<file path="config.mk">
export PLATFORM = sky130hd
export DESIGN_NAME = ts_adaptation_field_parser_unit
export DESIGN_NICKNAME = d
export VERILOG_FILES = /design/src/hdl/tsafp_pkg.sv /design/src/hdl/ts_adaptation_field_parser_unit.sv /design/src/hdl/tsafp_in_stage.sv /design/src/hdl/tsafp_field_core.sv /design/src/hdl/tsafp_out_stage.sv
export SDC_FILE = /design/constraint.sdc
export NUM_CORES = 1
export LEC_CHECK = 0
export ABC_CLOCK_PERIOD_IN_PS = 5400
export BUFFER_PORTS_ARGS = -buffer_cell sky130_fd_sc_hd__buf_2
export CAP_MARGIN = 20
export CELL_PAD_IN_SITES_DETAIL_PLACEMENT = 1
export CELL_PAD_IN_SITES_GLOBAL_PLACEMENT = 1
export CORE_UTILIZATION = 42
export DETAILED_ROUTE_END_ITERATION = 12
export PLACE_DENSITY = 0.88
export SLEW_MARGIN = 30
export SYNTH_ARGS = -nofsm -noshare
export SYNTH_HDL_FRONTEND = slang
export SYNTH_HIERARCHICAL = 1
export SYNTH_SLANG_ARGS = --single-unit
</file>
<file path="constraint.sdc">
create_clock -name clock -period 5.4 [get_ports clock]
set_input_delay 0.81 -clock clock [delete_from_list [all_inputs] [get_ports clock]]
set_output_delay 0.81 -clock clock [all_outputs]
set_load 0.02 [all_outputs]
</file>
<file path="src/hdl/tsafp_pkg.sv">
// Package: word types and constants for the transport stream adaptation field parser.
`timescale 1ns / 1ps
`default_nettype none

package tsafp_pkg;

   // Packet layout
   localparam int HEADER_BYTES    = 4;
   localparam int CLOCK_REF_BYTES = 6;

   // Byte position counter width (covers every position the parser reaches)
   localparam int POS_WIDTH = 5;

   // Flag byte bit positions
   localparam int FLAG_PCR_BIT    = 4;
   localparam int FLAG_OPCR_BIT   = 3;
   localparam int FLAG_SPLICE_BIT = 2;

   typedef struct packed {
      logic [7:0] data_byte;
      logic       packet_start;
   } req_word_type;

   typedef struct packed {
      logic [7:0]  af_length;
      logic [7:0]  af_flags;
      logic [47:0] pcr_raw;
      logic [47:0] opcr_raw;
      logic [7:0]  splice_count;
   } rsp_word_type;

   // Input stage to parser core
   typedef struct packed {
      logic         valid;
      req_word_type word;
   } in_stage_type;

   // Parser core to result stage
   typedef struct packed {
      logic fire;
      logic emit;
   } step_status_type;

endpackage

`default_nettype wire

</file>
<file path="src/hdl/ts_adaptation_field_parser_unit.sv">
// Top level of the transport stream adaptation field parser.
//
// Channel | Direction | Handshake             | Word
// --------+-----------+-----------------------+-------------------------------------
// req_    | in        | req_valid / req_ready | req_word_type: data_byte, packet_start
// rsp_    | out       | rsp_valid / rsp_ready | rsp_word_type: length, flags, PCR,
//         |           |                       | OPCR, splice countdown
//
// One packet byte per cycle sustained while rsp_ is not stalled; the core
// steps one byte per clock. After its last needed byte is accepted, a result
// word passes from the input register through the parser core into the
// result register, from which it can be taken.
// Reset (synchronous, active high) empties both registers and idles the parser.
// A stalled rsp_ stalls the core, which backs up into the input register and
// then drops req_ready; no word is lost or repeated.
`timescale 1ns / 1ps
`default_nettype none

module ts_adaptation_field_parser_unit (
   input  wire logic                    clock,
   input  wire logic                    reset,
   input  wire logic                    req_valid,
   output logic                         req_ready,
   input  wire tsafp_pkg::req_word_type req_word,
   output logic                         rsp_valid,
   input  wire logic                    rsp_ready,
   output tsafp_pkg::rsp_word_type      rsp_word
);

   tsafp_pkg::in_stage_type    stage;
   tsafp_pkg::step_status_type status;
   tsafp_pkg::rsp_word_type    result;
   logic                       advance;

   // Byte capture
   tsafp_in_stage u_in (
      .clock     (clock),
      .reset     (reset),
      .req_valid (req_valid),
      .req_ready (req_ready),
      .req_word  (req_word),
      .fire      (status.fire),
      .stage     (stage)
   );

   // Position tracking and field capture; flags decide which bytes are taken
   tsafp_field_core u_core (
      .clock   (clock),
      .reset   (reset),
      .stage   (stage),
      .advance (advance),
      .status  (status),
      .result  (result)
   );

   // Result register, loaded on the last needed byte of a packet
   tsafp_out_stage u_out (
      .clock     (clock),
      .reset     (reset),
      .status    (status),
      .result    (result),
      .advance   (advance),
      .rsp_valid (rsp_valid),
      .rsp_ready (rsp_ready),
      .rsp_word  (rsp_word)
   );

endmodule

`default_nettype wire

</file>
<file path="src/hdl/tsafp_in_stage.sv">
// Input register stage of the adaptation field parser.
`timescale 1ns / 1ps
`default_nettype none

module tsafp_in_stage (
   input  wire logic                  clock,
   input  wire logic                  reset,
   input  wire logic                  req_valid,
   output logic                       req_ready,
   input  wire tsafp_pkg::req_word_type req_word,
   input  wire logic                  fire,
   output tsafp_pkg::in_stage_type    stage
);

   logic                    valid_ff, valid_in;
   tsafp_pkg::req_word_type word_ff;

   // Slot is free when empty or being drained this cycle
   assign req_ready = !valid_ff || fire;

   always_comb begin
      valid_in = valid_ff;
      if (req_ready) begin
         valid_in = req_valid;
      end
   end

   always_ff @(posedge clock) begin
      if (reset) begin
         valid_ff <= 1'b0;
      end else begin
         valid_ff <= valid_in;
      end
   end

   always_ff @(posedge clock) begin
      if (req_valid && req_ready) begin
         word_ff <= req_word;
      end
   end

   assign stage.valid = valid_ff;
   assign stage.word  = word_ff;

endmodule

`default_nettype wire

</file>
<file path="src/hdl/tsafp_field_core.sv">
// Parser core: byte position tracking and field capture, one byte per cycle while advance is high.
`timescale 1ns / 1ps
`default_nettype none

module tsafp_field_core (
   input  wire logic                    clock,
   input  wire logic                    reset,
   input  wire tsafp_pkg::in_stage_type stage,
   input  wire logic                    advance,
   output tsafp_pkg::step_status_type   status,
   output tsafp_pkg::rsp_word_type      result
);

   localparam logic [5:0] POS_LEN   = 6'(tsafp_pkg::HEADER_BYTES);
   localparam logic [5:0] POS_FLAGS = 6'(tsafp_pkg::HEADER_BYTES + 1);
   localparam logic [5:0] PCR_START = 6'(tsafp_pkg::HEADER_BYTES + 2);
   localparam logic [5:0] REF_LEN   = 6'(tsafp_pkg::CLOCK_REF_BYTES);

   logic [tsafp_pkg::POS_WIDTH-1:0] pos_ff, pos_in;
   logic        active_ff, active_in;
   logic [7:0]  length_ff, length_in;
   logic [7:0]  flags_ff, flags_in;
   logic [47:0] pcr_ff, pcr_in;
   logic [47:0] opcr_ff, opcr_in;
   logic [7:0]  splice_ff, splice_in;

   logic        fire, start, proceed, emit;
   logic [7:0]  b;
   logic [5:0]  pos;
   logic        has_pcr, has_opcr, has_splice;
   logic [5:0]  opcr_start, splice_pos, end_pos;

   assign fire  = stage.valid && advance;
   assign start = stage.word.packet_start;
   assign b     = stage.word.data_byte;

   always_comb begin
      proceed    = fire && (start || active_ff);
      pos_in     = pos_ff;
      active_in  = active_ff;
      length_in  = length_ff;
      flags_in   = flags_ff;
      pcr_in     = pcr_ff;
      opcr_in    = opcr_ff;
      splice_in  = splice_ff;
      emit       = 1'b0;
      has_pcr    = 1'b0;
      has_opcr   = 1'b0;
      has_splice = 1'b0;
      opcr_start = PCR_START;
      splice_pos = PCR_START;
      end_pos    = PCR_START;
      pos        = '0;

      if (proceed) begin
         if (start) begin
            // new packet: fields cleared, this byte is byte zero
            pos_in    = '0;
            length_in = '0;
            flags_in  = '0;
            pcr_in    = '0;
            opcr_in   = '0;
            splice_in = '0;
         end else begin
            pos_in = pos_ff + 1'b1;
         end
         active_in = 1'b1;
         pos       = 6'(pos_in);

         if (pos == POS_LEN) begin
            length_in = b;
            emit      = (b == 8'd0);
         end else if (pos > POS_LEN) begin
            if (pos == POS_FLAGS) begin
               flags_in = b;
            end
            has_pcr    = flags_in[tsafp_pkg::FLAG_PCR_BIT];
            has_opcr   = flags_in[tsafp_pkg::FLAG_OPCR_BIT];
            has_splice = flags_in[tsafp_pkg::FLAG_SPLICE_BIT];
            opcr_start = PCR_START + (has_pcr ? REF_LEN : 6'd0);
            splice_pos = opcr_start + (has_opcr ? REF_LEN : 6'd0);
            end_pos    = splice_pos + {5'd0, has_splice};

            if (pos >= PCR_START) begin
               if (has_pcr && pos < PCR_START + REF_LEN) begin
                  pcr_in = {pcr_in[39:0], b};
               end
               if (has_opcr && pos >= opcr_start && pos < opcr_start + REF_LEN) begin
                  opcr_in = {opcr_in[39:0], b};
               end
               if (has_splice && pos == splice_pos) begin
                  splice_in = b;
               end
            end
            emit = (pos + 6'd1 >= end_pos);
         end

         if (emit) begin
            active_in = 1'b0;
         end
      end
   end

   always_ff @(posedge clock) begin
      if (reset) begin
         pos_ff    <= '0;
         active_ff <= 1'b0;
         length_ff <= '0;
         flags_ff  <= '0;
         pcr_ff    <= '0;
         opcr_ff   <= '0;
         splice_ff <= '0;
      end else begin
         pos_ff    <= pos_in;
         active_ff <= active_in;
         length_ff <= length_in;
         flags_ff  <= flags_in;
         pcr_ff    <= pcr_in;
         opcr_ff   <= opcr_in;
         splice_ff <= splice_in;
      end
   end

   assign status.fire = fire;
   assign status.emit = emit;

   assign result.af_length    = length_in;
   assign result.af_flags     = flags_in;
   assign result.pcr_raw      = pcr_in;
   assign result.opcr_raw     = opcr_in;
   assign result.splice_count = splice_in;

endmodule

`default_nettype wire

</file>
<file path="src/hdl/tsafp_out_stage.sv">
// Result register stage of the adaptation field parser.
`timescale 1ns / 1ps
`default_nettype none

module tsafp_out_stage (
   input  wire logic                       clock,
   input  wire logic                       reset,
   input  wire tsafp_pkg::step_status_type status,
   input  wire tsafp_pkg::rsp_word_type    result,
   output logic                            advance,
   output logic                            rsp_valid,
   input  wire logic                       rsp_ready,
   output tsafp_pkg::rsp_word_type         rsp_word
);

   logic                    valid_ff, valid_in;
   logic                    load;
   tsafp_pkg::rsp_word_type word_ff;

   // Core may step when the result slot is empty or draining
   assign advance = !valid_ff || rsp_ready;
   assign load    = status.fire && status.emit;

   always_comb begin
      valid_in = valid_ff;
      if (load) begin
         valid_in = 1'b1;
      end else if (rsp_ready) begin
         valid_in = 1'b0;
      end
   end

   always_ff @(posedge clock) begin
      if (reset) begin
         valid_ff <= 1'b0;
      end else begin
         valid_ff <= valid_in;
      end
   end

   always_ff @(posedge clock) begin
      if (load) begin
         word_ff <= result;
      end
   end

   assign rsp_valid = valid_ff;
   assign rsp_word  = word_ff;

endmodule

`default_nettype wire

</file>
Word level (Yosys, flattened, before mapping)
Index checks and enable logic that the tools add are counted.
{ "totals": {"reg_bits": 257, "out_inout_bits": 122, "inputBits": 13, "elab_cells": 86} }
{ "classes": {"mux": 40, "n_eq_ne": 3, "reduce_logical": 15, "addsub": 6, "n_lt_le_gt_ge": 6} }
{ "ops": {"columns": ["cell", "n"], "rows": [
  ["48-bit 2-to-1 mux", 12],
  ["8-bit 2-to-1 mux", 17],
  ["5-bit by 3-bit equality test with 1-bit output, second input constant", 2],
  ["5-bit 2-to-1 mux", 2],
  ["1-bit logical AND", 8],
  ["8-bit logical NOT", 1],
  ["1-bit 2-to-1 mux", 7],
  ["3-bit by 6-bit adder with 6-bit output, first input constant", 1],
  ["5-bit by 1-bit adder with 6-bit output, second input constant", 1],
  ["6-bit by 1-bit adder with 6-bit output", 1],
  ["6-bit by 3-bit adder with 6-bit output, second input constant", 1],
  ["6-bit adder", 1],
  ["5-bit by 6-bit equality test with 1-bit output", 1],
  ["5-bit by 6-bit >= comparator with 1-bit output", 1],
  ["6-bit >= comparator", 1],
  ["5-bit by 6-bit less-than comparator with 1-bit output", 1],
  ["3-bit 2-to-1 mux", 2],
  ["5-bit by 1-bit adder with 5-bit output, second input constant", 1],
  ["5-bit by 3-bit >= comparator with 1-bit output, second input constant", 1],
  ["5-bit by 3-bit greater-than comparator with 1-bit output, second input constant", 1],
  ["5-bit by 4-bit less-than comparator with 1-bit output, second input constant", 1],
  ["1-bit logical OR", 3],
  ["1-bit logical NOT", 2],
  ["2-bit nonzero test", 1]
]} }

Depth between registers and ports, before layout
Gate-level depths: netlist of run 1.
{ "depth": {"word_depth": 21, "ltp_mapped": 19, "mapped_depth_nobuf": 17} }

Modules after synthesis
The synthesis of run 1 kept the hierarchy.
{ "modules_own_cells": {"columns": ["mod", "area_each_um2", "instances", "cells_each", "seq_area_each_um2"], "rows": [
  ["tsafp_field_core", 6456.2, 1, 741, 2522.4],
  ["tsafp_out_stage", 3653.5, 1, 125, 3623.5],
  ["tsafp_in_stage", 332.8, 1, 15, 290.3]
]} }

Least setup slack after synthesis of run 1
No wires, ideal clock.
{ "synth_timing": {"kind": "register to register", "start": "reg u_core/pos_ff[0] in the netlist's numbering", "end": "reg u_out.word_ff, in the netlist u_out/rsp_word[0], enable pin", "slack_ns": -0.477, "path_buffers": 2, "stages_incl_launch_ff": 20, "arrival_time_ns": 5.403, "required_time_ns": 4.926, "setup_time_ns": 0.474, "period_less_slack_ns": 5.877, "cell_sequence": "dfxtp_1 -> ha_1 -> nand2b_4 -> buf_6 -> ha_1 -> nor3b_2 -> and3_1 -> nor2_1 -> inv_1 -> ha_1 -> ha_1 -> a21o_1 -> a21oi_1 -> nor2b_1 -> o21ai_0 -> a21o_1 -> o21ai_0 -> buf_4 -> nand2_1 -> inv_1"} }
{ "synth_via": {"elab_chain_len": 18, "elab_cells_between_ends": 22, "cone_classes": "add/sub (5); order compare (2); eq/ne (2); mux (12); reduce/logical (1)"} }
{ "synth_rtl": {"columns": ["element", "line_no", "text"], "rows": [
  ["start, declared", "tsafp_field_core.sv:19", "logic [tsafp_pkg::POS_WIDTH-1:0] pos_ff, pos_in;"],
  ["start signal, assigned", "tsafp_field_core.sv:114", "pos_ff <= pos_in;"],
  ["5-bit by 1-bit adder with 5-bit output *", "tsafp_field_core.sv:65", "pos_in = pos_ff + 1'b1;"],
  ["5-bit 2-to-1 mux *", "tsafp_field_core.sv:56", "if (start) begin"],
  ["5-bit 2-to-1 mux *", "tsafp_field_core.sv:55", "if (proceed) begin"],
  ["5-bit by 3-bit equality test with 1-bit output", "tsafp_field_core.sv:74", "if (pos == POS_FLAGS) begin"],
  ["8-bit 2-to-1 mux", "tsafp_field_core.sv:74", null],
  ["8-bit 2-to-1 mux", "tsafp_field_core.sv:73", "end else if (pos > POS_LEN) begin"],
  ["8-bit 2-to-1 mux", "tsafp_field_core.sv:70", "if (pos == POS_LEN) begin"],
  ["8-bit 2-to-1 mux", "tsafp_field_core.sv:55", null],
  ["[3 not listed]", null, null],
  ["6-bit by 1-bit adder with 6-bit output", "tsafp_field_core.sv:82", "end_pos = splice_pos + {5'd0, has_splice};"],
  ["6-bit >= comparator", "tsafp_field_core.sv:95", "emit = (pos + 6'd1 >= end_pos);"],
  ["1-bit 2-to-1 mux", "tsafp_field_core.sv:73", null],
  ["1-bit 2-to-1 mux *", "tsafp_field_core.sv:70", null],
  ["1-bit 2-to-1 mux * (2 in a row)", "tsafp_field_core.sv:55", null],
  ["via u_core.emit", "tsafp_field_core.sv:27", "logic fire, start, proceed, emit;"],
  ["1-bit logical AND *", "tsafp_out_stage.sv:22", "assign load = status.fire && status.emit;"],
  ["via u_out.load", "tsafp_out_stage.sv:17", "logic load;"],
  ["end signal, assigned", "tsafp_out_stage.sv:43", "word_ff <= result;"],
  ["end, declared", "tsafp_out_stage.sv:18", "tsafp_pkg::rsp_word_type word_ff;"]
]} }
The timed path passes the listed nets; every way through them passes the cells marked *. The select of a mux whose other input is x is not followed.
A chain may end at the register's enable or synchronous reset.

==> flow_metrics.py, run 1 <==
metrics = {
    "yosys": {
        "synthesized_area_um2": 10400,
        "synth-seq-area-share": 0.616,
        "asyncSetResetFlopFracSynth": 0,
        "synth-edff-count": 129,
        "synth.net_count": 909,
        "synth_cell_types": 54,
        "gate_count_of_the_mapped_netlist": 881,
        "ys_seq_elements": 257,
        "syn_area_per_cell_um2": 11.9,
        "synth-warning-count": 6,
        "synth-main-ff-cell": "sky130_fd_sc_hd__edfxtp_1",
    },
    "placed_design": {
        "routabilityCongestion": 0.888,
        "post_placement_setup_slack_ns": 0.813,
        "port_buffers": 134,
        "place.detailed.instances": 1279,
        "place_hpwl_um": 16800,
    },
    "setup_path": {
        "regToRegStartpoint": "u_core/pos_ff[0]",
        "critPathCaptureType": "flop",
        "largest_fanout_on_the_critical_path": 44,
        "worstReg2RegEnd": "u_out/rsp_word[9]",
        "cp_launch_type": "flop",
        "reg2regPathDepth": 14,
        "worst_ep_arrival_time_ns": 4.89,
        "reg2reg_slack_ns": 0.76,
        "crit_required_ns": 5.65,
        "path_type_of_the_worst_setup_path": "flop to flop",
    },
    "clock_tree": {
        "postCtsResizedCells": 0,
        "clk_latency_ns": 0.52,
        "cts_setup_buffers": 0,
        "cts_buffer_depth": 3,
        "tritoncts.num_buffers": 27,
        "cts_hold_buffers": 0,
        "tritoncts": "done",
        "htree_num_levels": 1,
        "cts.sink_count": 257,
        "cts_root_buffer": "sky130_fd_sc_hd__clkbuf_16",
        "worst_setup_hold_path_clk_slew_ns": 0.06,
    },
    "worst_hold_path": {
        "hp-start": "req_word[5]",
        "hold-path-endpoint": "u_in/stage[5]",
        "hp-class": "input pin to flop",
        "worst_hold_path.num_cells": 1,
    },
    "sta": {
        "maximum_clock_rate_mhz": 216,
        "finalWorstPathRequiredPeriod_ns": 4.64,
        "grt_setup_unrepaired": "no",
        "worst_slew_margin_rel": 0.355,
        "final.period_utilization": 0.859,
        "setup_ws_ns": 0.761,
        "finClkSkew_ns": 0.0162,
        "maxSlewViolCount": 0,
        "setup-violations-final": 0,
        "report.final.hold_viol_count": 0,
        "hold-worst-slack_ns": 0.470,
        "totalNegativeSetupSlack_ns": 0,
        "worst_slew_pin_slew_ns": 0.967,
    },
    "global_routing": {
        "globalRouteOverflowTotal": 0,
        "initial_antenna_violation_count": 0,
        "grt_max_degree": 121,
        "grt.total_usage": 0.214,
        "grt_pass1_vias": 7606,
        "grt_first_pass_wirelength_um": 43300,
    },
    "floorplan": {
        "floorplan.initialDensity": 0.429,
        "die_outline_area_um2": 25500,
        "die_height_um": 160,
        "placeableCoreArea_um2": 24300,
        "floorplan.die.width_um": 160,
        "rows": 57,
        "top_level_ports": 135,
    },
    "finish": {
        "antenna_cells_inserted": 0,
        "num-fill-cells": 2560,
        "area_growth_pct": 16.5,
        "fin_util": 0.500,
        "design.final.nets": 1013,
        "final_cell_count_no_fill": 1329,
        "fraction_of_final_layout_cells_with_drive_strength_greater_than_1": 0.206,
    },
    "route": {
        "initialDrtViolationCount": 538,
        "totalWireLength_um": 27600,
        "wl_per_cell_um": 20.7,
        "drt.antenna.violating_nets": 0,
        "routed-via-count": 7445,
        "route.detailed.drc": 0,
        "drt-pass1-iter-count": 5,
        "viasPerCell": 5.60,
    },
    "pwr": {
        "static_leakage_nw": 4.90,
        "max-vdd-ir-drop_mv": 0.214,
        "power.density_cell_area_nw_per_um2": 321,
    },
    "job": {
        "cap_viol_max_count": 0,
    },
    "run_status": {
        "run_status": "complete, no violations",
    },
}
[synth_stat cells (all sizes together) (2+ instances only)]
| cell type | n | share of area |
|---|---|---|
| edfxtp | 129 | 0.37 |
| dfxtp | 128 | 0.25 |
| o21ai | 69 | 0.033 |
| nor2b | 68 | 0.041 |
| a22o | 63 | 0.053 |
| inv | 58 | 0.021 |
| nand3 | 53 | 0.025 |
| nand2 | 46 | 0.017 |
| a221o | 41 | 0.039 |
| clkbuf | 41 | 0.015 |
| nor4b | 41 | 0.034 |
| buf | 31 | 0.020 |
| a21oi | 19 | 0.0098 |
| ha | 15 | 0.018 |
| nor2 | 13 | 0.0047 |
| nand2b | 9 | 0.0075 |
| nand3b | 8 | 0.0058 |
| nor3 | 5 | 0.0040 |
| nor4 | 5 | 0.0059 |
| and3 | 4 | 0.0024 |
| xor2 | 4 | 0.0034 |
| and2 | 3 | 0.0020 |
| mux2i | 3 | 0.0029 |
| or3 | 3 | 0.0018 |
| a21o | 2 | 0.0014 |
| nor3b | 2 | 0.0019 |
| o211ai | 2 | 0.0019 |
| or2 | 2 | 0.0012 |
| xnor2 | 2 | 0.0017 |
[per-stage QoR]
| stage | power (mW) | cell area, um^2 |
|---|---|---|
| finish | 3.90 | 12200 |
| global route | 4.01 | 12200 |
| CTS | 3.93 | 12100 |
| detailed placement | 2.18 | 11300 |
| global placement | 2.18 | 11300 |
| floorplan | 2.15 | 10400 |
[layout make-up]
| class | count | area [um^2] | share of cell area |
|---|---|---|---|
| multi-input cells | 494 | 3460 | 0.284 |
| flip-flops and latches | 257 | 6440 | 0.529 |
| inverters | 58 | 221 | 0.0182 |
| well taps | 324 | 405 | 0.0333 |
| repair buffers | 147 | 803 | 0.0660 |
| clock buffers | 38 | 747 | 0.0614 |
| clock inverters | 11 | 91.3 | 0.00751 |
[registers in the layout, summed over array words and instances, names as in the netlist]
register          count
u_in/valid_ff         1
u_core/pcr_ff        48
u_core/length_ff      8
u_out/rsp_valid       1
u_in/stage            9
u_out/rsp_word      120
u_core/opcr_ff       48
u_core/flags_ff       8
u_core/splice_ff      8
u_core/active_ff      1
u_core/pos_ff         5
[worst max-delay path, stage by stage, from the launching register on]
cell and delay, ns:
sky130_fd_sc_hd__dfxtp_1 0.36, sky130_fd_sc_hd__ha_1 0.30, sky130_fd_sc_hd__xnor2_1 0.46, sky130_fd_sc_hd__nor3b_2 0.16, sky130_fd_sc_hd__a21oi_1 0.50, sky130_fd_sc_hd__nor2_1 0.16
sky130_fd_sc_hd__inv_1 0.16, sky130_fd_sc_hd__ha_1 0.24, sky130_fd_sc_hd__nor2b_1 0.12, sky130_fd_sc_hd__o21ai_0 0.14, sky130_fd_sc_hd__nand2b_1 0.07, sky130_fd_sc_hd__a221o_1 0.43
sky130_fd_sc_hd__nor3_4 0.56, sky130_fd_sc_hd__buf_4 0.53, sky130_fd_sc_hd__o21ai_1 0.16
[kinds of logic after synthesis]
group,Yosys count,synth area share
xor+xnor,6,0.00503
mux,4,0.00395
flops,257,0.616
simple gates,264,0.156
compound gates,205,0.146
fa+ha+maj,15,0.0180
buf+inv,130,0.0551
[worst max-delay path by stage]
stage                                start            endpoint  slack [ns]
after floorplan           u_core/pos_ff[0]   u_out/rsp_word[0]       0.004
after global placement       u_in/stage[0]  u_out/rsp_word[15]        1.01
after detailed placement  u_core/pos_ff[0]   u_out/rsp_word[9]        0.81
after CTS                    u_in/stage[0]   u_out/rsp_word[9]        0.78
after global routing         u_in/stage[0]   u_out/rsp_word[8]        0.40
final                     u_core/pos_ff[0]   u_out/rsp_word[9]        0.76
[power by group]
part / internal (mW) / switching, mW / total (mW) / leakage [nW]
sequential: 2.04 / 0.0156 / 2.05 / 2.48
clock: 1.01 / 0.749 / 1.76 / 0.408
combinational: 0.0192 / 0.0691 / 0.0883 / 2.01
total: 3.07 / 0.834 / 3.90 / 4.90
[placed cells by master (no fill, tap or decap), types with 9 or more instances in the layout]
| master | netlist | routed |
|---|---|---|
| sky130_fd_sc_hd__buf_2 | 16 | 133 |
| sky130_fd_sc_hd__edfxtp_1 | 129 | 129 |
| sky130_fd_sc_hd__dfxtp_1 | 128 | 128 |
| sky130_fd_sc_hd__nor2b_1 | 68 | 68 |
| sky130_fd_sc_hd__a22o_1 | 63 | 63 |
| sky130_fd_sc_hd__o21ai_1 | 60 | 60 |
| sky130_fd_sc_hd__inv_1 | 58 | 57 |
| sky130_fd_sc_hd__nand3_1 | 53 | 53 |
| sky130_fd_sc_hd__nand2_1 | 46 | 45 |
| sky130_fd_sc_hd__a221o_1 | 41 | 41 |
| sky130_fd_sc_hd__nor4b_1 | 41 | 41 |
| sky130_fd_sc_hd__clkbuf_16 | 0 | 27 |
| sky130_fd_sc_hd__a21oi_1 | 17 | 16 |
| sky130_fd_sc_hd__ha_1 | 15 | 15 |
| sky130_fd_sc_hd__buf_4 | 8 | 12 |
| sky130_fd_sc_hd__nor2_1 | 13 | 12 |
| sky130_fd_sc_hd__o21ai_0 | 9 | 9 |
[routing by layer]
layer  vias to the layer above  part of all wire  global-route usage
met5                         -                 0                   0
li1                       3445                 -                   -
met3                        41             0.047              0.0273
met2                       239              0.50               0.368
met1                      3720              0.43               0.282
met4                         0             0.025              0.0612
Note: power is estimated with default switching activity, not from simulation.
==> run 2, diff against run 1 <==
--- a/config.mk
+++ b/config.mk
@@ -12,7 +12,8 @@
 export CELL_PAD_IN_SITES_GLOBAL_PLACEMENT = 1
 export CORE_UTILIZATION = 42
 export DETAILED_ROUTE_END_ITERATION = 12
-export PLACE_DENSITY = 0.88
+export HOLD_SLACK_MARGIN = 0.15
+export PLACE_DENSITY = 0.82
 export SLEW_MARGIN = 30
 export SYNTH_ARGS = -nofsm -noshare
 export SYNTH_HDL_FRONTEND = slang
==> flow_metrics.py, run 2 (synthesis gave the netlist of run 1 again) <==
metrics = {
    "setup_path": {
        "path_type_of_the_worst_setup_path": "flop to flop",
        "worst_path_dominant_cell_family": "simple AND/OR/NAND/NOR gates",
        "critical_path.max_stage_delay_ns": 0.48,
        "crit_path_cell_trace": "nor2_1 -> ha_1 -> nor3b_2 -> a21oi_1 -> nor2_1 -> inv_1 -> ha_1 -> ha_1 -> a21o_1 -> a21oi_1 -> nor2b_1 -> o21ai_0 -> a21o_1 -> o21ai_0 -> nand2_1 -> clkinvlp_4 -> buf_4",
        "crit_path_top_delay_cell": "sky130_fd_sc_hd__edfxtp_1",
        "cp_launch_type": "flop",
        "critical_path_buf_inv_count": 3,
        "crit_top_cell": "sky130_fd_sc_hd__ha_1",
        "crit_required_ns": 5.57,
        "worst_ep_arrival_time_ns": 4.61,
        "critPathCaptureType": "flop",
        "largest_fanout_on_the_critical_path": 41,
    },
    "global_routing": {
        "globalRouteMet1Util": 0.273,
        "grt_pass1_vias": 7561,
        "global_routing_met3_resource_utilization": 0.0270,
        "globalRouteOverflowTotal": 0,
        "grt.total_usage": 0.204,
        "initial_antenna_violation_count": 0,
        "globalRouteMet2Util": 0.348,
        "grt_max_degree": 94,
        "grt_most_used_layer": "met2",
        "grt_first_pass_wirelength_um": 41800,
    },
    "floorplan": {
        "floorplan.initialDensity": 0.429,
        "floorplan.die.width_um": 160,
        "die_outline_area_um2": 25500,
        "placeableCoreArea_um2": 24300,
        "rows": 57,
        "top_level_ports": 135,
        "die_height_um": 160,
    },
    "clock_tree": {
        "worst_setup_hold_path_clk_slew_ns": 0.06,
        "cts_hold_buffers": 0,
        "cts_setup_buffers": 0,
        "cts.sink_count": 257,
        "tritoncts": "done",
        "cts_buffer_depth": 3,
        "cts_root_buffer": "sky130_fd_sc_hd__clkbuf_16",
        "tritoncts.num_buffers": 27,
        "htree_num_levels": 1,
        "postCtsResizedCells": 0,
        "clk_latency_ns": 0.54,
    },
    "placed_design": {
        "post_placement_setup_slack_ns": 0.998,
        "routabilityCongestion": 0.855,
        "place.detailed.instances": 1280,
        "port_buffers": 134,
        "place_hpwl_um": 16300,
        "area_after_detailed_placement_um2": 11300,
    },
    "sta": {
        "totalNegativeSetupSlack_ns": 0,
        "setup-violations-final": 0,
        "maxSlewViolCount": 0,
        "worst_slew_margin_rel": 0.472,
        "finClkSkew_ns": 0.0165,
        "setup_ws_ns": 0.959,
        "report.final.hold_viol_count": 0,
        "final.period_utilization": 0.822,
        "worst_slew_pin_slew_ns": 0.776,
        "maximum_clock_rate_mhz": 225,
        "grt_setup_unrepaired": "no",
        "finalWorstPathRequiredPeriod_ns": 4.44,
    },
    "route": {
        "route.detailed.drc": 0,
        "drt.antenna.violating_nets": 0,
        "routed-via-count": 7348,
        "totalWireLength_um": 26300,
        "initialDrtViolationCount": 454,
        "viasPerCell": 5.52,
        "wl_per_cell_um": 19.8,
        "drt-pass1-iter-count": 5,
    },
    "finish": {
        "final_common_cell": "sky130_fd_sc_hd__buf_2",
        "post-route-cell-area_um2": 12200,
        "largest_register_ff_count": 120,
        "fraction_of_final_layout_cells_with_drive_strength_greater_than_1": 0.207,
        "num-fill-cells": 2564,
        "fin_util": 0.503,
        "most-common-layout-cells": "sky130_fd_sc_hd__buf_2 (133), sky130_fd_sc_hd__edfxtp_1 (129), sky130_fd_sc_hd__dfxtp_1 (128)",
        "design.final.nets": 1013,
        "final_cell_count_no_fill": 1330,
        "area_growth_pct": 17.2,
        "antenna_cells_inserted": 0,
    },
    "pwr": {
        "power.density_cell_area_nw_per_um2": 332,
        "static_leakage_nw": 4.93,
        "max-vdd-ir-drop_mv": 0.229,
    },
    "run_status": {
        "run_status": "complete, no violations",
    },
    "job": {
        "cap_viol_max_count": 0,
    },
    "worst_hold_path": {
        "hp-class": "input pin to flop",
    },
}
## run 2: cell types whose count changed in the layout (fill, tap and decap cells not counted), moves of 2 or more
cell and change:
sky130_fd_sc_hd__clkbuf_8 +2, sky130_fd_sc_hd__clkinv_1 +2, sky130_fd_sc_hd__bufinv_16 +3, sky130_fd_sc_hd__clkinv_2 -2, sky130_fd_sc_hd__clkinvlp_4 -2
## run 2: metal layers
| layer | up-vias | wire length (um) |
|---|---|---|
| met5 | - | 0 |
| met2 | 187 | 12700 |
| met1 | 3660 | 11800 |
| li1 | 3465 | - |
| met3 | 36 | 1190 |
| met4 | 0 | 570 |
## run 2: worst reg2reg max path, delay by kind of cell, from the launching register on
family	cells	cell delay, ns
buffers and inverters	3	0.76
AO/OA/AOI/OAI	6	0.76
AND/OR/NAND/NOR	5	1.12
adder cells (fa/ha/maj)	3	0.93
flip-flops	1	0.48
## run 2: worst paths after layout
check / start / to / slack, ns / cells after the start
min: req_word[7] / u_in/stage[7] / 0.46 / 1
min reg2reg: u_core/splice_ff[1] / u_core/splice_ff[1] / 0.50 / 2
max reg2reg: u_in/stage[0] / u_out/rsp_word[64] / 0.96 / 17
max: u_in/stage[0] / u_out/rsp_word[64] / 0.96 / 17
## run 2: final cells by class
class	instances	area (um^2)	area share
clock buffer	39	771	0.0630
clock inverter	11	155	0.0127
inverter	58	221	0.0181
multi-input combinational	494	3460	0.283
sequential	257	6440	0.526
tap	324	405	0.0331
timing repair buffer	147	787	0.0643
## run 2: metrics by stage
step / total power [mW] / hold WS (ns)
CTS: 4.11 / 0.436
floorplan: 2.15 / 0.473
finish: 4.06 / 0.461
global route: 4.18 / 0.447
detailed placement: 2.18 / 0.496
global placement: 2.18 / 0.481
## run 2: where the power goes
part / internal [mW] / leakage [nW] / switching [mW]
clock: 1.18 / 0.454 / 0.743
combinational: 0.0200 / 2.00 / 0.0698
sequential: 2.04 / 2.48 / 0.0159
==> run 3, diff against run 2 <==
--- a/config.mk
+++ b/config.mk
@@ -5,12 +5,13 @@
 export SDC_FILE = /design/constraint.sdc
 export NUM_CORES = 1
 export LEC_CHECK = 0
-export ABC_CLOCK_PERIOD_IN_PS = 5400
+export ABC_AREA = 1
+export ABC_CLOCK_PERIOD_IN_PS = 3700
 export BUFFER_PORTS_ARGS = -buffer_cell sky130_fd_sc_hd__buf_2
 export CAP_MARGIN = 20
 export CELL_PAD_IN_SITES_DETAIL_PLACEMENT = 1
 export CELL_PAD_IN_SITES_GLOBAL_PLACEMENT = 1
-export CORE_UTILIZATION = 42
+export CORE_UTILIZATION = 40
 export DETAILED_ROUTE_END_ITERATION = 12
 export HOLD_SLACK_MARGIN = 0.15
 export PLACE_DENSITY = 0.82
==> constraint.sdc (replaced) <==
create_clock -name clock -period 3.7 [get_ports clock]
set_input_delay 0.555 -clock clock [delete_from_list [all_inputs] [get_ports clock]]
set_output_delay 0.555 -clock clock [all_outputs]
set_load 0.02 [all_outputs]
==> flow_metrics.py, run 3 <==
metrics = {
    "setup_path": {
        "reg2regPathDepth": 21,
        "largest_fanout_on_the_critical_path": 12,
        "cp_launch_type": "flop",
        "critPathCaptureType": "flop",
        "worstReg2RegEnd": "u_out/rsp_word[108]",
        "path_type_of_the_worst_setup_path": "flop to flop",
        "worst_ep_arrival_time_ns": 3.92,
        "reg2reg_slack_ns": 0.07,
        "crit_required_ns": 3.99,
        "regToRegStartpoint": "u_core/pos_ff[0]",
    },
    "sta": {
        "worst_slew_pin_slew_ns": 0.958,
        "hold-worst-slack_ns": 0.193,
        "worst_slew_margin_rel": 0.361,
        "finClkSkew_ns": 0.0236,
        "finalWorstPathRequiredPeriod_ns": 3.63,
        "setup_ws_ns": 0.0722,
        "setup-violations-final": 0,
        "report.final.hold_viol_count": 0,
        "final.period_utilization": 0.980,
        "maxSlewViolCount": 0,
        "maximum_clock_rate_mhz": 276,
    },
    "finish": {
        "design.final.nets": 1528,
        "fin_util": 0.494,
        "most-common-layout-cells": "sky130_fd_sc_hd__nand2_1 (398), sky130_fd_sc_hd__inv_1 (161), sky130_fd_sc_hd__buf_2 (133)",
        "num-fill-cells": 3366,
        "multi_input_area_um2": 4260,
        "final_cell_count_no_fill": 1901,
        "fraction_of_final_layout_cells_with_drive_strength_greater_than_1": 0.173,
        "largest_register_ff_count": 120,
        "area.sequential_um2": 6440,
        "antenna_cells_inserted": 0,
        "final_common_cell": "sky130_fd_sc_hd__nand2_1",
        "area_growth_pct": 19.9,
    },
    "clock_tree": {
        "cts_hold_buffers": 0,
        "cts_root_buffer": "sky130_fd_sc_hd__clkbuf_16",
        "cts.sink_count": 257,
        "tritoncts.num_buffers": 29,
        "clk_latency_ns": 0.55,
        "htree_num_levels": 1,
        "cts_buffer_depth": 3,
        "worst_setup_hold_path_clk_slew_ns": 0.06,
        "tritoncts": "done",
    },
    "placed_design": {
        "post_placement_setup_slack_ns": 0.00783,
        "place.detailed.instances": 1835,
        "port_buffers": 134,
        "place_hpwl_um": 21200,
        "routabilityCongestion": 0.860,
    },
    "yosys": {
        "synth-main-ff-cell": "sky130_fd_sc_hd__edfxtp_1",
        "synth-seq-area-share": 0.555,
        "synthesized_area_um2": 11600,
        "ys_top_cells_by_count": "sky130_fd_sc_hd__nand2_1 (403), sky130_fd_sc_hd__inv_1 (165), sky130_fd_sc_hd__edfxtp_1 (129)",
        "synth-warning-count": 6,
        "yosysTopAreaCellShare": 0.334,
        "gate_count_of_the_mapped_netlist": 1382,
        "asyncSetResetFlopFracSynth": 0,
        "synth.net_count": 1410,
        "synth.most_common_cell": "sky130_fd_sc_hd__nand2_1",
        "syn_area_per_cell_um2": 8.39,
        "synth.top_cells.by_area": "sky130_fd_sc_hd__edfxtp_1 (33%), sky130_fd_sc_hd__dfxtp_1 (22%), sky130_fd_sc_hd__nand2_1 (13%)",
        "synth-edff-count": 129,
        "synth_cell_types": 39,
        "ys_seq_elements": 257,
        "post-synth-top-area-cell": "sky130_fd_sc_hd__edfxtp_1",
    },
    "floorplan": {
        "rows": 61,
        "die_height_um": 172,
        "top_level_ports": 135,
        "placeableCoreArea_um2": 28200,
        "floorplan.initialDensity": 0.412,
        "floorplan.die.width_um": 172,
        "die_outline_area_um2": 29700,
    },
    "route": {
        "wl_per_cell_um": 17.5,
        "route.detailed.drc": 0,
        "totalWireLength_um": 33300,
        "drt-pass1-iter-count": 5,
        "routed-via-count": 9887,
        "initialDrtViolationCount": 553,
        "viasPerCell": 5.20,
        "drt.antenna.violating_nets": 0,
    },
    "global_routing": {
        "grt.total_usage": 0.221,
        "globalRouteOverflowTotal": 0,
        "grt_first_pass_wirelength_um": 51800,
        "grt_max_degree": 97,
        "grt_pass1_vias": 10034,
        "initial_antenna_violation_count": 0,
    },
    "pwr": {
        "power.total_mw": 6.25,
        "power.density_cell_area_nw_per_um2": 449,
        "proportion_of_power_drawn_by_the_clock_network": 0.464,
        "pwr-share-seq": 0.483,
        "netSwitchingFraction": 0.229,
        "combinationalPowerShare": 0.052,
        "p_int_mw": 4.82,
        "static_leakage_nw": 5.76,
        "switchingPower_mw": 1.43,
        "max-vdd-ir-drop_mv": 0.351,
    },
    "worst_hold_path": {
        "hp-start": "req_word[7]",
        "hp-class": "input pin to flop",
        "hold-path-endpoint": "u_in/stage[7]",
        "worst_hold_path.num_cells": 1,
    },
    "job": {
        "cap_viol_max_count": 0,
    },
    "run_status": {
        "run_status": "complete, no violations",
    },
}
==> run 3: changes by cell type after synthesis, moves of 16 or more <==
cell / change
sky130_fd_sc_hd__nor4b_1: -41
sky130_fd_sc_hd__nand3_1: +60
sky130_fd_sc_hd__a21oi_1: +100
sky130_fd_sc_hd__o21ai_1: -58
sky130_fd_sc_hd__a221o_1: -41
sky130_fd_sc_hd__nand2_1: +357
sky130_fd_sc_hd__o21ai_0: +25
sky130_fd_sc_hd__inv_1: +107
sky130_fd_sc_hd__nor2_1: +72
sky130_fd_sc_hd__o211ai_1: +55
sky130_fd_sc_hd__clkbuf_1: +16
sky130_fd_sc_hd__nor2b_1: -68
sky130_fd_sc_hd__a22o_1: -63
==> run 3: worst max-delay path by stage <==
stage,cells past startpoint,slack (ns),from,end
after detailed placement,20,0.008,u_core/pos_ff[0],u_out/rsp_word[28]
after floorplan,20,-1.10,u_core/pos_ff[0],u_out/rsp_word[0]
after CTS,20,0.06,u_core/pos_ff[1],u_out/rsp_word[96]
after global routing,21,-0.09,u_core/pos_ff[0],u_out/rsp_word[108]
after global placement,20,0.15,u_core/pos_ff[1],u_out/rsp_word[91]
final,21,0.07,u_core/pos_ff[0],u_out/rsp_word[108]
==> run 3: final cells by class <==
| class | instances | area share |
|---|---|---|
| sequential | 257 | 0.463 |
| multi-input combinational | 867 | 0.306 |
| timing repair buffer | 171 | 0.0794 |
| clock buffer | 42 | 0.0587 |
| inverter | 174 | 0.0480 |
| tap | 378 | 0.0340 |
| clock inverter | 12 | 0.0105 |
==> run 3: cell families after synthesis <==
logic type / count (synthesis) / share of synthesized area
xor gates and xnor gates: 3 / 0.00227
AOI/OAI and AO/OA: 219 / 0.110
adders and majority gates: 15 / 0.0162
and+or+nand+nor: 630 / 0.227
DFF: 257 / 0.555
buffers and inverters: 258 / 0.0897
==> run 3: power by group through the flow <==
stage               Sequential [mW]  Clock, mW  Combinational, mW
global route                   3.02       3.06              0.357
detailed placement             3.08          0              0.319
finish                         3.02       2.90              0.327
global placement               3.08          0              0.311
floorplan                      3.07          0              0.214
CTS                            3.02       2.96              0.322
==> run 3: layer usage <==
layer	vias to the layer above	share of wire	track usage
li1	4766	-	-
met1	4853	0.43	0.274
met2	215	0.50	0.399
met3	53	0.042	0.0302
met4	0	0.023	0.0604
met5	-	0	0
==> run 3: per-stage QoR <==
step,area [um^2],TNS [ns]
floorplan,11700,-131.91
global placement,12700,0
detailed placement,12700,0
CTS,13700,0
global route,13900,-4.27
finish,13900,0
==> run 3: timing repair <==
| item | in CTS | in global routing |
|---|---|---|
| pin swaps | 0 | 8 |
| buffers inserted | 0 | 7 |
| hold endpoints to repair | 0 | 0 |
| gates cloned | 0 | 5 |
| setup endpoints to repair | 84 | 126 |
| gates resized for setup | 1 | 10 |
==> run 3: critical path: stages (launching register included) <==
cell	delay [ns]
sky130_fd_sc_hd__dfxtp_4	0.37
sky130_fd_sc_hd__ha_4	0.26
sky130_fd_sc_hd__inv_2	0.04
sky130_fd_sc_hd__nor2_4	0.11
sky130_fd_sc_hd__clkinv_4	0.08
sky130_fd_sc_hd__ha_4	0.17
sky130_fd_sc_hd__nand4_4	0.14
sky130_fd_sc_hd__nand2_2	0.08
sky130_fd_sc_hd__o21ai_4	0.08
sky130_fd_sc_hd__inv_2	0.08
sky130_fd_sc_hd__ha_4	0.28
sky130_fd_sc_hd__ha_4	0.19
sky130_fd_sc_hd__o21a_1	0.10
sky130_fd_sc_hd__o21a_1	0.17
sky130_fd_sc_hd__o21ai_2	0.11
sky130_fd_sc_hd__a21boi_1	0.08
sky130_fd_sc_hd__o21ai_1	0.22
sky130_fd_sc_hd__a21oi_2	0.12
sky130_fd_sc_hd__nand2_4	0.12
sky130_fd_sc_hd__clkinvlp_4	0.18
sky130_fd_sc_hd__buf_12	0.20
sky130_fd_sc_hd__clkbuf_16	0.18
